### config.mk
export PLATFORM = sky130hd
export DESIGN_NAME = api_frame_rx_deframer
export DESIGN_NICKNAME = d
export VERILOG_FILES = /design/src/rtl/core/afrd_pkg.sv /design/src/rtl/core/api_frame_rx_deframer.sv
export VERILOG_INCLUDE_DIRS = /design/src /design/src/rtl/core
export SDC_FILE = /design/constraint.sdc
export NUM_CORES = 1
export LEC_CHECK = 0
export BUFFER_PORTS_ARGS = -buffer_cell sky130_fd_sc_hd__buf_2
export CORE_MARGIN = 2
export CORE_UTILIZATION = 45
export DETAILED_ROUTE_END_ITERATION = 10
export SYNTH_ARGS = -nofsm -noshare
export SYNTH_HDL_FRONTEND = slang
export SYNTH_SLANG_ARGS = --single-unit
### constraint.sdc
create_clock -name clock -period 4.9 [get_ports clock]
set_input_delay 0.98 -clock clock [delete_from_list [all_inputs] [get_ports clock]]
set_output_delay 0.98 -clock clock [all_outputs]
set_load 0.02 [all_outputs]
### src/rtl/core/api_frame_rx_deframer_defines.svh
// Assertion macros shared by the receive deframer RTL.
// Depends on nothing; included by files that carry concurrent checks.
`ifndef API_FRAME_RX_DEFRAMER_DEFINES_SVH
`define API_FRAME_RX_DEFRAMER_DEFINES_SVH

// Same-cycle implication, checked outside of reset.
`define AFRD_ASSERT_NOW(label, clk, rst, pre, post) \
   label: assert property (@(posedge clk) disable iff (rst) (pre) |-> (post)) \
      else $error("deframer check failed");

// Next-cycle implication, checked outside of reset.
`define AFRD_ASSERT_NEXT(label, clk, rst, pre, post) \
   label: assert property (@(posedge clk) disable iff (rst) (pre) |=> (post)) \
      else $error("deframer check failed");

`endif

### src/rtl/core/afrd_pkg.sv
// Types and constants for the API frame receive deframer.
// Depends on nothing; used by api_frame_rx_deframer.
package afrd_pkg;

   // Framing constants.
   localparam logic [7:0] DELIM_BYTE = 8'h7E;
   localparam logic [7:0] CSUM_BASE  = 8'hFF;

   // Result kind codes.
   localparam logic KIND_PAYLOAD = 1'b0;
   localparam logic KIND_END     = 1'b1;

   // Parser phase.
   typedef enum logic [2:0] {
      PH_IDLE   = 3'd0,
      PH_LEN_HI = 3'd1,
      PH_LEN_LO = 3'd2,
      PH_TYPE   = 3'd3,
      PH_DATA   = 3'd4,
      PH_CSUM   = 3'd5
   } phase_type;

endpackage

### src/rtl/core/api_frame_rx_deframer.sv
// Top level of the API frame receive deframer: byte stream in, payload/end results out.
// Depends on afrd_pkg and api_frame_rx_deframer_defines.svh.
//
// Usage:
//   The req channel carries one received serial byte per transaction. Bytes are
//   dropped until the 0x7E delimiter; then a big-endian 16-bit length, a frame
//   type byte, the payload bytes and a checksum byte follow. Each payload byte
//   produces one rsp transaction (tuser = 0, tlast on the final payload byte);
//   the checksum byte produces one end transaction (tuser = 1) that reports
//   whether the checksum matched. Header bytes produce no result.
//   Pipeline: an accepted byte waits in the input register, is parsed from
//   there, and its result is loaded into the result register that drives rsp
//   (one input register, one result register).
//   Throughput: one byte per cycle while rsp_tready does not hold a result; the
//   parser state updates as each byte passes from the input register onward.
//   Reset: synchronous and active high; the parser returns to delimiter
//   hunting and both pipeline registers are emptied.
//   Stall: while rsp_tready is low the pending result holds. The input register
//   still drains bytes that produce no result, and one more byte is taken
//   before req_tready drops.
module api_frame_rx_deframer (
   input  logic        clock,
   input  logic        reset,
   // Input channel.
   input  logic        req_tvalid,
   output logic        req_tready,
   input  logic [7:0]  req_tdata,   // [7:0] rx_byte
   // Result channel.
   output logic        rsp_tvalid,
   input  logic        rsp_tready,
   output logic [39:0] rsp_tdata,   // [7:0] frame_type, [15:8] payload_byte,
                                    // [16] checksum_ok, [32:17] frame_length, rest zero
   output logic        rsp_tuser,   // [0] kind
   output logic        rsp_tlast    // last_payload
);

   `include "api_frame_rx_deframer_defines.svh"

   // Input register.
   logic       in_valid_ff, in_valid_in;
   logic [7:0] in_byte_ff,  in_byte_in;

   // Parser state.
   afrd_pkg::phase_type phase_ff, phase_in;
   logic [15:0] decl_len_ff,  decl_len_in;
   logic [15:0] bytes_left_ff, bytes_left_in;
   logic [7:0]  cur_type_ff,  cur_type_in;
   logic [7:0]  run_sum_ff,   run_sum_in;

   // Result register.
   logic        out_valid_ff, out_valid_in;
   logic        out_kind_ff,  out_kind_in;
   logic [7:0]  out_type_ff,  out_type_in;
   logic [7:0]  out_pay_ff,   out_pay_in;
   logic        out_last_ff,  out_last_in;
   logic        out_ok_ff,    out_ok_in;
   logic [15:0] out_len_ff,   out_len_in;

   logic        produce;
   logic        advance;
   logic [15:0] left_dec;
   logic [7:0]  sum_add;
   logic [7:0]  csum_want;

   // A byte that yields a result needs room in the result register.
   always_comb begin
      produce = (phase_ff == afrd_pkg::PH_DATA) || (phase_ff == afrd_pkg::PH_CSUM);
      advance = in_valid_ff && (!produce || !out_valid_ff || rsp_tready);
   end

   assign req_tready = !in_valid_ff || advance;

   // Input register load.
   always_comb begin
      in_valid_in = in_valid_ff;
      in_byte_in  = in_byte_ff;
      if (req_tvalid && req_tready) begin
         in_valid_in = 1'b1;
         in_byte_in  = req_tdata;
      end else if (advance) begin
         in_valid_in = 1'b0;
      end
   end

   // Parser next state and result formation.
   always_comb begin
      left_dec  = bytes_left_ff - 16'd1;
      sum_add   = run_sum_ff + in_byte_ff;
      csum_want = afrd_pkg::CSUM_BASE - run_sum_ff;

      phase_in      = phase_ff;
      decl_len_in   = decl_len_ff;
      bytes_left_in = bytes_left_ff;
      cur_type_in   = cur_type_ff;
      run_sum_in    = run_sum_ff;

      out_kind_in = afrd_pkg::KIND_PAYLOAD;
      out_type_in = cur_type_ff;
      out_pay_in  = 8'd0;
      out_last_in = 1'b0;
      out_ok_in   = 1'b0;
      out_len_in  = decl_len_ff;

      if (advance) begin
         unique case (phase_ff)
            afrd_pkg::PH_LEN_HI: begin
               decl_len_in = {in_byte_ff, 8'd0};
               phase_in    = afrd_pkg::PH_LEN_LO;
            end
            afrd_pkg::PH_LEN_LO: begin
               decl_len_in   = {decl_len_ff[15:8], in_byte_ff};
               // A zero length counts the type byte alone.
               bytes_left_in = ({decl_len_ff[15:8], in_byte_ff} == 16'd0) ?
                               16'd1 : {decl_len_ff[15:8], in_byte_ff};
               phase_in      = afrd_pkg::PH_TYPE;
            end
            afrd_pkg::PH_TYPE: begin
               cur_type_in   = in_byte_ff;
               run_sum_in    = in_byte_ff;
               bytes_left_in = left_dec;
               phase_in      = (left_dec == 16'd0) ? afrd_pkg::PH_CSUM : afrd_pkg::PH_DATA;
            end
            afrd_pkg::PH_DATA: begin
               run_sum_in    = sum_add;
               bytes_left_in = left_dec;
               out_pay_in    = in_byte_ff;
               out_last_in   = (left_dec == 16'd0);
               if (left_dec == 16'd0) begin
                  phase_in = afrd_pkg::PH_CSUM;
               end
            end
            afrd_pkg::PH_CSUM: begin
               out_kind_in = afrd_pkg::KIND_END;
               out_ok_in   = (in_byte_ff == csum_want);
               phase_in    = afrd_pkg::PH_IDLE;
            end
            default: begin
               // Idle and unused codes hunt for the delimiter.
               if (in_byte_ff == afrd_pkg::DELIM_BYTE) begin
                  phase_in      = afrd_pkg::PH_LEN_HI;
                  bytes_left_in = 16'd0;
                  run_sum_in    = 8'd0;
               end else begin
                  phase_in = afrd_pkg::PH_IDLE;
               end
            end
         endcase
      end
   end

   // Result register valid.
   always_comb begin
      if (advance && produce) begin
         out_valid_in = 1'b1;
      end else if (rsp_tready) begin
         out_valid_in = 1'b0;
      end else begin
         out_valid_in = out_valid_ff;
      end
   end

   // Control registers.
   always_ff @(posedge clock) begin
      if (reset) begin
         in_valid_ff   <= 1'b0;
         out_valid_ff  <= 1'b0;
         phase_ff      <= afrd_pkg::PH_IDLE;
         decl_len_ff   <= 16'd0;
         bytes_left_ff <= 16'd0;
         cur_type_ff   <= 8'd0;
         run_sum_ff    <= 8'd0;
      end else begin
         in_valid_ff   <= in_valid_in;
         out_valid_ff  <= out_valid_in;
         phase_ff      <= phase_in;
         decl_len_ff   <= decl_len_in;
         bytes_left_ff <= bytes_left_in;
         cur_type_ff   <= cur_type_in;
         run_sum_ff    <= run_sum_in;
      end
   end

   // Payload registers.
   always_ff @(posedge clock) begin
      in_byte_ff <= in_byte_in;
      if (advance && produce) begin
         out_kind_ff <= out_kind_in;
         out_type_ff <= out_type_in;
         out_pay_ff  <= out_pay_in;
         out_last_ff <= out_last_in;
         out_ok_ff   <= out_ok_in;
         out_len_ff  <= out_len_in;
      end
   end

   // Result channel.
   assign rsp_tvalid = out_valid_ff;
   assign rsp_tdata  = {7'd0, out_len_ff, out_ok_ff, out_pay_ff, out_type_ff};
   assign rsp_tuser  = out_kind_ff;
   assign rsp_tlast  = out_last_ff;

   // Checks.
   `AFRD_ASSERT_NEXT(a_rsp_held, clock, reset, out_valid_ff && !rsp_tready, out_valid_ff)
   `AFRD_ASSERT_NEXT(a_in_held, clock, reset, in_valid_ff && !advance,
                     in_valid_ff && $stable(in_byte_ff))
   `AFRD_ASSERT_NEXT(a_csum_closes, clock, reset,
                     advance && (phase_ff == afrd_pkg::PH_CSUM),
                     (phase_ff == afrd_pkg::PH_IDLE) && out_valid_ff && out_kind_ff)
   `AFRD_ASSERT_NOW(a_end_not_last, clock, reset, out_valid_ff && out_kind_ff,
                    !out_last_ff && (out_pay_ff == 8'd0))

endmodule
Word level (Yosys, flattened, before mapping)
Index checks and enable logic that the tools add are counted.
{ "op_classes": {"n_addsub": 3, "n_eq_ne": 8, "mux": 15, "bitwise_logic": 3, "reduce_logical": 28} }
{ "ops": {"columns": ["cell", "count"], "rows": [
  ["$pmux 16 s3", 1],
  ["$logic_not 16->1", 2],
  ["$mux 16", 2],
  ["$pmux 16 s2", 1],
  ["$pmux 8 s3", 1],
  ["$sub 16x1->16 const B", 1],
  ["$pmux 3 s5", 1],
  ["$reduce_and 2->1", 5],
  ["$reduce_and 3->1", 3],
  ["$add 8x8->8", 1],
  ["$eq 8x7->1 const B", 1],
  ["$eq 8x8->1", 1],
  ["$mux 8", 1],
  ["$sub 8x8->8 const A", 1],
  ["$mux 1", 7],
  ["$eq 3x2->1 const B", 2],
  ["$eq 3x3->1 const B", 2],
  ["$reduce_bool 2->1", 3],
  ["$reduce_bool 3->1", 2],
  ["$logic_or 1x1->1", 4],
  ["$reduce_or 2->1", 2],
  ["$eq 3x1->1 const B", 1],
  ["$logic_and 1x1->1", 3],
  ["$logic_not 1->1", 3],
  ["4 further kinds", 6]
]} }
{ "word_totals": {"ff_bits": 96, "input_bits": 12, "output_inout_bits": 44} }

Logic depth before layout (Yosys ltp)
Gate-level depths: netlist of the first run.
{ "logic_depth": {"ltp_word": 9, "mapped_depth": 10} }

Worst setup path after synthesis of the first run
OpenSTA, ideal clock, no wires.
{ "synth_path": {"path_kind": "input to register", "from": "input rsp_tready", "to": "register out_len_ff[0] (enable)", "setup_time_ps": 396, "arrival_ps": 2009, "required_ps": 4504, "setup_slack_ps": 2495, "path_stages": 2, "path_buffers": 0, "path_cell_list": "nand3b_1 and3_1"} }
{ "synth_via": {"elab_chain_len": 3} }
{ "synth_lines": {"columns": ["item", "line_no", "rtl"], "rows": [
  ["start, declared", "api_frame_rx_deframer.sv:30", "input logic rsp_tready,"],
  ["$logic_or 1x1->1", "api_frame_rx_deframer.sv:68", "advance = in_valid_ff && (!produce || !out_valid_ff || rsp_tready);"],
  ["$logic_and 1x1->1", "api_frame_rx_deframer.sv:68", null],
  ["$logic_and 1x1->1", "api_frame_rx_deframer.sv:186", "if (advance && produce) begin"],
  ["end signal, assigned", "api_frame_rx_deframer.sv:192", "out_len_ff <= out_len_in;"],
  ["end, declared", "api_frame_rx_deframer.sv:57", "logic [15:0] out_len_ff, out_len_in;"]
]} }
No other way between the ends.
A chain may end at the register's enable or synchronous reset.

Worst setup path after layout of the first run
{ "layout_path": {"from": "register phase_ff[1]", "to": "register bytes_left_ff[15]"} }
{ "layout_via": {"elab_chain_len": 7} }
{ "layout_lines": {"columns": ["item", "line_no", "rtl"], "rows": [
  ["start, declared", "api_frame_rx_deframer.sv:44", "afrd_pkg::phase_type phase_ff, phase_in;"],
  ["start signal, assigned", "api_frame_rx_deframer.sv:167", "phase_ff <= afrd_pkg::PH_IDLE;"],
  ["start signal, assigned", "api_frame_rx_deframer.sv:175", "phase_ff <= phase_in;"],
  ["$eq 3x3->1", "api_frame_rx_deframer.sv:67, api_frame_rx_deframer.sv:105", null],
  ["$logic_or 1x1->1", "api_frame_rx_deframer.sv:67", "produce = (phase_ff == afrd_pkg::PH_DATA) || (phase_ff == afrd_pkg::PH_CSUM);"],
  ["$logic_not 1->1", "api_frame_rx_deframer.sv:68", null],
  ["$logic_or 1x1->1 (2 in a row)", "api_frame_rx_deframer.sv:68", null],
  ["$logic_and 1x1->1", "api_frame_rx_deframer.sv:68", null],
  ["$reduce_and 3->1 (no line)", null, null],
  ["end signal, assigned", "api_frame_rx_deframer.sv:177", "bytes_left_ff <= bytes_left_in;"],
  ["end, declared", "api_frame_rx_deframer.sv:46", "logic [15:0] bytes_left_ff, bytes_left_in;"]
]} }
Parallel ways exist; a longest one is shown, timed or not.

==> flow_metrics.tcl, run 1 <==
set metrics [dict create \
    cts_buffer_depth 2 \
    synth_flop_cell "dfxtp_1" \
    yosys-top-cells-area "edfxtp_1 28%, dfxtp_1 23%, a21oi_1 5.1%, nand2_1 3.8%, nand3_1 3.7%" \
    synth-seq-cells 96 \
    final.setup.worst_slack_ns 1.95 \
    finalWorstPathRequiredPeriod_ns 2.95 \
    grt_usage 0.199 \
    synth_top_family_by_area "simple AND/OR/NAND/NOR gates" \
    postCtsResizedCells 0 \
    cts_made_buffers 9 \
    switching_power_uw 414 \
    initial_core_util 0.456 \
    holdBufCountCts 0 \
    power_density_nw_per_um2 295 \
    peakVddDrop_mv 0.121 \
    finalNetCount 537 \
    grt_pass1_wl_um 17600 \
    clk_pin_slew_ns 0.10 \
    yosysTopAreaCellShare 0.278 \
    syn2layout_area_growth_pct 9.75 \
    port_buffers 48 \
    cap_violations 0 \
    vias 3755 \
    syn_inst 487 \
    postCtsSetupBuffers 0 \
    synth_most_common_cell "dfxtp_1" \
    startpoint_type "flop" \
    clkPwrFrac 0.333 \
    fillCellCount 963 \
    fmax_mhz 339 \
    die_w_um 106 \
    synth_edf_count 43 \
    synthSimpleGateAreaFrac 0.197 \
    setup_viol 0 \
    drt_wl_total_um 10700 \
    rsz0062_at_grt "false" \
    async_reset_ff_frac 0 \
    ctsRootBufferMaster "clkbuf_8" \
    dr.pass1.iters 5 \
    post-place-ws_ns 1.87 \
    first_global_vias 3428 \
    synthMuxAreaShare 0 \
    p_seq_frac 0.578 \
    synth.cell_area_um2 4640 \
    internal_power_uw 1090 \
    yosysWarningCount 0 \
    cp.arrival_ns 3.16 \
    rr_worst_depth 8 \
    leakage_uw 0.00186 \
    tightest_slew_ns 0.967 \
    final_antenna_net_count 0 \
    hp-class "reg2reg" \
    holdPathStages 0 \
    post-dp-hpwl_um 7060 \
    core-area_um2 10200 \
    via_per_inst 5.73 \
    grt_max_degree 53 \
    p_sw_frac 0.276 \
    core.rowCount 37 \
    required_ns 5.11 \
    drtIter0Drc 248 \
    synth_common_cells "53 x dfxtp_1, 47 x a21oi_1, 47 x nand2_1" \
    fp.dieH_um 106 \
    synth-xor-area-share 0.0226 \
    synth-compound-area-share 0.189 \
    cts_tree "done" \
    wl_per_cell_um 16.3 \
    fin_setup_tns_ns 0 \
    drc 0 \
    crit_path_end_kind "flop" \
    cts.htree.levels 3 \
    synth_top_cell_by_area "edfxtp_1" \
    antenna_found_initial 0 \
    hold_viol 0 \
    gp_congestion 0.873 \
    cp_max_fo 25 \
    finClkSkew_ns 0.00889 \
    post-route-period-util 0.602 \
    comb_power_share 0.088 \
    yosysUniqueCellTypes 64 \
    synthAdderAreaFrac 0.0313 \
    finalMaxSlewViolations 0 \
    max_slew_margin 0.355 \
    setup.worst_path.class "reg2reg" \
    diodes 0 \
    yosysSeqAreaShare 0.506 \
    num_io_pins 56 \
    drive_above_1_share 0.146 \
    status "finished, final reports clean" \
    synth_area_per_cell_um2 9.54 \
    grt_overflow 0 \
    insertion_delay_ns 0.37 \
    dieArea_um2 11100 \
    cts_num_sinks 96 \
]
## critical path: stages (launching register included)
cell	delay, ns
dfxtp_1	0.53
inv_1	0.17
ha_1	0.29
nand3b_1	0.14
and2_1	0.66
o21ai_0	0.22
buf_4	0.23
nor2_1	0.37
a311oi_1	0.17
## routing by layer
layer | vias to the layer above | routed length, um | track usage
met4 | 0 | 211 | 0.0695
met5 | - | 0 | 0
met1 | 1772 | 5230 | 0.285
li1 | 1848 | - | -
met2 | 116 | 4720 | 0.305
met3 | 19 | 536 | 0.0315
## power by group through the flow
stage	Sequential, uW	Combinational, uW	Clock, uW
floorplan	878	107	0
global placement	887	129	0
detailed placement	887	131	0
CTS	869	131	510
global route	872	146	539
finish	869	132	501
## registers in the layout (all words and copies together), names as in the netlist
signal	flops
in_byte_ff	8
run_sum_ff	8
cur_type_ff	8
rsp_tvalid	1
rsp_tlast	1
out_len_ff	16
out_pay_ff	8
out_ok_ff	1
phase_ff	3
out_type_ff	8
bytes_left_ff	16
decl_len_ff	16
rsp_tuser	1
in_valid_ff	1
## area by class of cell
class / instances / area, um2 / area share
well taps: 136 / 170 / 0.0334
repair buffers: 52 / 270 / 0.0530
multi-input cells: 345 / 2080 / 0.408
clock inverters: 7 / 61.3 / 0.0120
inverters: 10 / 37.5 / 0.00736
clock buffers: 9 / 124 / 0.0243
flip-flops and latches: 96 / 2350 / 0.461
## through the flow
stage / area [um2] / power [uW] / instances / hold WS (ns) / utilization
after CTS: 5100 / 1510 / 655 / 0.438 / 0.500
after global placement: 4910 / 1020 / 639 / 0.418 / 0.482
after detailed placement: 4910 / 1020 / 639 / 0.423 / 0.482
final: 5100 / 1500 / 655 / 0.442 / 0.500
after floorplan: 4670 / 984 / 493 / 0.408 / -
after global routing: 5100 / 1560 / 655 / 0.457 / 0.500
## cell usage in the layout (no fill, tap or decap), types with 7 or more instances in the layout
master	n
nor3_1	15
o21ai_0	20
dfxtp_1	53
nand2_1	47
conb_1	7
clkbuf_8	9
nand3_1	34
inv_1	10
buf_2	48
edfxtp_1	43
and3_1	13
a21oi_1	47
nor2_1	28
ha_1	10
a211oi_1	8
o31ai_1	9
xnor2_1	7
or3_1	8
## cell families (layout without fill, tap and decap cells)
logic type	after synthesis	count (layout)
and+or+nand+nor	181	181
AOI/OAI and AO/OA	134	134
DFF	96	96
buffers and inverters	52	78
xor gates and xnor gates	12	12
adders and majority gates	11	11
other	1	7
## final timing paths
kind	from	to	slack, ns
worst min register to register	decl_len_ff[5]	out_len_ff[5]	0.44
worst min-delay path	decl_len_ff[5]	out_len_ff[5]	0.44
worst max-delay path	phase_ff[1]	bytes_left_ff[15]	1.95
worst max register to register	phase_ff[1]	bytes_left_ff[15]	1.95
Power figures use the tool's default switching activity.
==> run 2: changes to the inputs <==
Settings changed: PLACE_DENSITY set to 0.67.
Clock period 4.9 ns to 2.4 ns, I/O delays scaled along.
==> flow_metrics.tcl, run 2 (synthesis gave the netlist of run 1 again) <==
set metrics [dict create \
    core.rowCount 37 \
    peakVddDrop_mv 0.240 \
    antenna_found_initial 0 \
    tightest_slew_ns 0.865 \
    cts_made_buffers 9 \
    hp-class "in2reg" \
    first_global_vias 3601 \
    finalNetCount 561 \
    die_w_um 106 \
    drive_above_1_share 0.186 \
    setup.worst_path.class "reg2reg" \
    dr.pass1.iters 5 \
    rrSetupSlack_ns 0.14 \
    finalMaxSlewViolations 0 \
    crit_path_end_kind "flop" \
    grt_usage 0.209 \
    vias 3921 \
    drtIter0Drc 382 \
    ctsRootBufferMaster "clkbuf_8" \
    initial_core_util 0.456 \
    slowest_delay_ns 0.60 \
    post-dp-hpwl_um 7710 \
    grt_pass1_wl_um 18300 \
    leakage_uw 0.00197 \
    rsz0062_at_grt "false" \
    hold_viol 0 \
    cp_top_family "simple AND/OR/NAND/NOR gates" \
    critPathSlowestCell "nor4_1" \
    core-area_um2 10200 \
    cts.htree.levels 3 \
    cts_tree "done" \
    postCtsSetupBuffers 0 \
    cp.arrival_ns 2.54 \
    finalWorstPathRequiredPeriod_ns 2.26 \
    diodes 0 \
    port_buffers 48 \
    cts_num_sinks 96 \
    gp_congestion 0.906 \
    fin_cells 679 \
    dieArea_um2 11100 \
    required_ns 2.68 \
    reg_top3 "bytes_left_ff: 16 flops, decl_len_ff: 16 flops, out_len_ff: 16 flops" \
    drt_wl_total_um 11200 \
    num_io_pins 56 \
    wl_per_cell_um 16.5 \
    grt_max_degree 41 \
    drc 0 \
    final_antenna_net_count 0 \
    grt_overflow 0 \
    finClkSkew_ns 0.00535 \
    fmax_mhz 442 \
    syn2layout_area_growth_pct 13.8 \
    final_common_cell "dfxtp_1" \
    status "finished, final reports clean" \
    startpoint_type "flop" \
    clk_pin_slew_ns 0.09 \
    fp.dieH_um 106 \
    cp_max_fo 7 \
    insertion_delay_ns 0.37 \
    power_density_nw_per_um2 592 \
    path_cells "nor4_1 > nand3_1 > or3_1 > a21o_1 > a311oi_1" \
    cts_buffer_depth 2 \
    cap_violations 0 \
    mostFrequentLayoutCells "53 x dfxtp_1, 48 x buf_2, 47 x a21oi_1" \
    post-route-period-util 0.943 \
    dp_cells 663 \
    cp.buffers_inverters 0 \
    via_per_inst 5.77 \
    setup_viol 0 \
    fin_setup_tns_ns 0 \
    max_slew_margin 0.421 \
]
run 2: cell count changes in the layout (fill, tap and decap cells not counted), sizes merged:
cell and delta:
inv -2, clkinvlp +1, buf +24, bufinv +1
run 2: metal layers:
| metal | share of wire | wire length, um | global-route usage |
|---|---|---|---|
| met1 | 0.46 | 5160 | 0.288 |
| met2 | 0.45 | 5030 | 0.324 |
| met3 | 0.065 | 727 | 0.0396 |
| met4 | 0.022 | 251 | 0.0865 |
| met5 | 0 | 0 | 0 |
run 2: per-stage QoR:
step	utilization	setup slack, ns	hold slack [ns]	power [uW]	instance area (um2)
floorplan	-	0.0410	0.408	2010	4670
global placement	0.500	0.218	0.417	2100	5090
detailed placement	0.500	0.151	0.417	2100	5090
CTS	0.518	0.106	0.263	3150	5280
global route	0.519	0.0488	0.260	3240	5290
finish	0.519	0.138	0.279	3130	5290
run 2: final cells by class:
class / instances / area, um2
fillers: 970 / 4900
flip-flops and latches: 96 / 2350
multi-input cells: 345 / 2080
repair buffers: 76 / 450
well taps: 136 / 170
clock buffers: 9 / 124
clock inverters: 7 / 68.8
inverters: 10 / 37.5
run 2: timing repair:
action                     in CTS  in global routing
resized for setup               0                  2
hold buffers                    0                  0
setup endpoints to repair       0                 10
run 2: final timing paths:
path	startpoint	endpoint	cells past startpoint
setup reg to reg	bytes_left_ff[8]	bytes_left_ff[15]	5
hold / removal	req_tdata[1]	in_byte_ff[1]	1
setup / recovery	bytes_left_ff[8]	bytes_left_ff[15]	5
hold reg to reg	decl_len_ff[2]	out_len_ff[2]	0
run 2: power breakdown:
part	internal (uW)	leakage (uW)	total [uW]	switching (uW)
logic	117	0.00103	326	210
clock network	482	0.0000974	1060	575
registers	1730	0.000838	1750	21.7
==> run 3: changes to the inputs <==
Settings changed: CORE_UTILIZATION 45 to 52, PLACE_DENSITY 0.67 to 0.75.
==> flow_metrics.tcl, run 3 (synthesis gave the netlist of run 1 again) <==
set metrics [dict create \
    status "finished, final reports clean" \
    required_ns 2.68 \
    grt_usage 0.231 \
    mostFrequentLayoutCells "53 x dfxtp_1, 48 x buf_2, 47 x nand2_1, 47 x a21oi_1, 43 x edfxtp_1" \
    cap_violations 0 \
    cts_tree "done" \
    holdBufCountCts 0 \
    met2_usage 0.363 \
    fillCellCount 764 \
    final.setup.worst_slack_ns 0.111 \
    rrSetupSlack_ns 0.11 \
    top_usage_layer "met2" \
    grt_use_met3 0.0475 \
    grt_max_degree 42 \
    tightest_slew_ns 0.870 \
    grt_pass1_wl_um 18100 \
    rr_worst_depth 7 \
    drt_wl_total_um 11400 \
    wl_per_cell_um 17.5 \
    syn2layout_area_growth_pct 13.4 \
    drtIter0Drc 416 \
    peakVddDrop_mv 0.348 \
    setup_viol 0 \
    cts_made_buffers 9 \
    port_buffers 48 \
    drc 0 \
    core-area_um2 8680 \
    finalWorstPathRequiredPeriod_ns 2.29 \
    finalNetCount 559 \
    core.rowCount 34 \
    cts_buffer_depth 2 \
    worstReg2RegEnd "phase_ff[0]" \
    cp.arrival_ns 2.57 \
    crit_path_end_kind "flop" \
    diodes 0 \
    via_per_inst 6.16 \
    initial_core_util 0.535 \
    fin_setup_tns_ns 0 \
    drive_above_1_share 0.185 \
    hold_viol 0 \
    hp-class "in2reg" \
    fmax_mhz 437 \
    cp_max_fo 7 \
    ctsRootBufferMaster "clkbuf_8" \
    post-route-period-util 0.954 \
    grt_use_met1 0.323 \
    grt_overflow 0 \
    fp.dieH_um 98.5 \
    gp_congestion 0.947 \
    first_global_vias 3623 \
    max_slew_margin 0.418 \
    power_uw 3200 \
    dr.pass1.iters 5 \
    setup.worst_path.class "reg2reg" \
    antenna_found_initial 0 \
    clk_pin_slew_ns 0.09 \
    final_common_cell "dfxtp_1" \
    num_io_pins 56 \
    worstSetupStartpoint "bytes_left_ff[1]" \
    r2r_start "bytes_left_ff[1]" \
    cts_num_sinks 96 \
    cts.htree.levels 3 \
    die_w_um 98.5 \
    crit_end "phase_ff[0]" \
    startpoint_type "flop" \
    leakage_uw 0.00197 \
    insertion_delay_ns 0.36 \
    vias 3997 \
    finalMaxSlewViolations 0 \
    power_density_nw_per_um2 608 \
    rsz0062_at_grt "false" \
    final_antenna_net_count 0 \
    finClkSkew_ns 0.00775 \
    post-dp-hpwl_um 7700 \
    post-place-ws_ns 0.0364 \
    reg_top3 "bytes_left_ff: 16 flops, decl_len_ff: 16 flops, out_len_ff: 16 flops" \
    dieArea_um2 9700 \
]
run 3: timing repair:
action                                  in CTS  in global routing
hold endpoints to repair                     0                  0
buffers inserted                             0                  0
gates resized for setup                      1                  2
endpoints found under the setup margin       1                  2
run 3: stage by stage:
step	cells	hold WS, ns	util	area (um2)
final	649	0.290	0.607	5270
after global routing	649	0.279	0.607	5270
after CTS	649	0.288	0.606	5260
after detailed placement	633	0.415	0.580	5040
after global placement	633	0.415	0.580	5040
after floorplan	493	0.408	-	4670
run 3: worst min path at each step:
stage,from,end,cells after the start
CTS,req_tdata[3],in_byte_ff[3],1
global route,req_tdata[0],in_byte_ff[0],1
detailed placement,decl_len_ff[0],out_len_ff[0],0
global placement,decl_len_ff[6],out_len_ff[6],0
finish,req_tdata[1],in_byte_ff[1],1
floorplan,decl_len_ff[0],out_len_ff[0],0
run 3: per-layer routing:
| layer | up-vias | routed length [um] |
|---|---|---|
| li1 | 1888 | - |
| met1 | 1857 | 4860 |
| met2 | 224 | 5190 |
| met3 | 28 | 1070 |
| met4 | 0 | 267 |
| met5 | - | 0 |
run 3: cell type report:
type | instances | area [um2] | area share
Clock inverter | 5 | 63.8 | 0.0121
Timing Repair Buffer | 74 | 435 | 0.0827
Inverter | 10 | 37.5 | 0.00713
Multi-Input combinational cell | 345 | 2090 | 0.397
Clock buffer | 11 | 153 | 0.0290
Tap cell | 108 | 135 | 0.0257
Sequential cell | 96 | 2350 | 0.447
run 3: worst max-delay path, stage by stage (launching register included):
cell and delay (ns):
dfxtp_1 0.38, inv_1 0.10, ha_2 0.22, or3b_4 0.45, o32ai_2 0.27, a32oi_1 0.15, or3_1 0.40, o31ai_2 0.24
run 3: power breakdown:
part,switching (uW),leakage [uW],total (uW),internal (uW)
sequential,21.5,0.000838,1750,1730
combinational,212,0.00103,329,117
clock,572,0.000105,1130,553
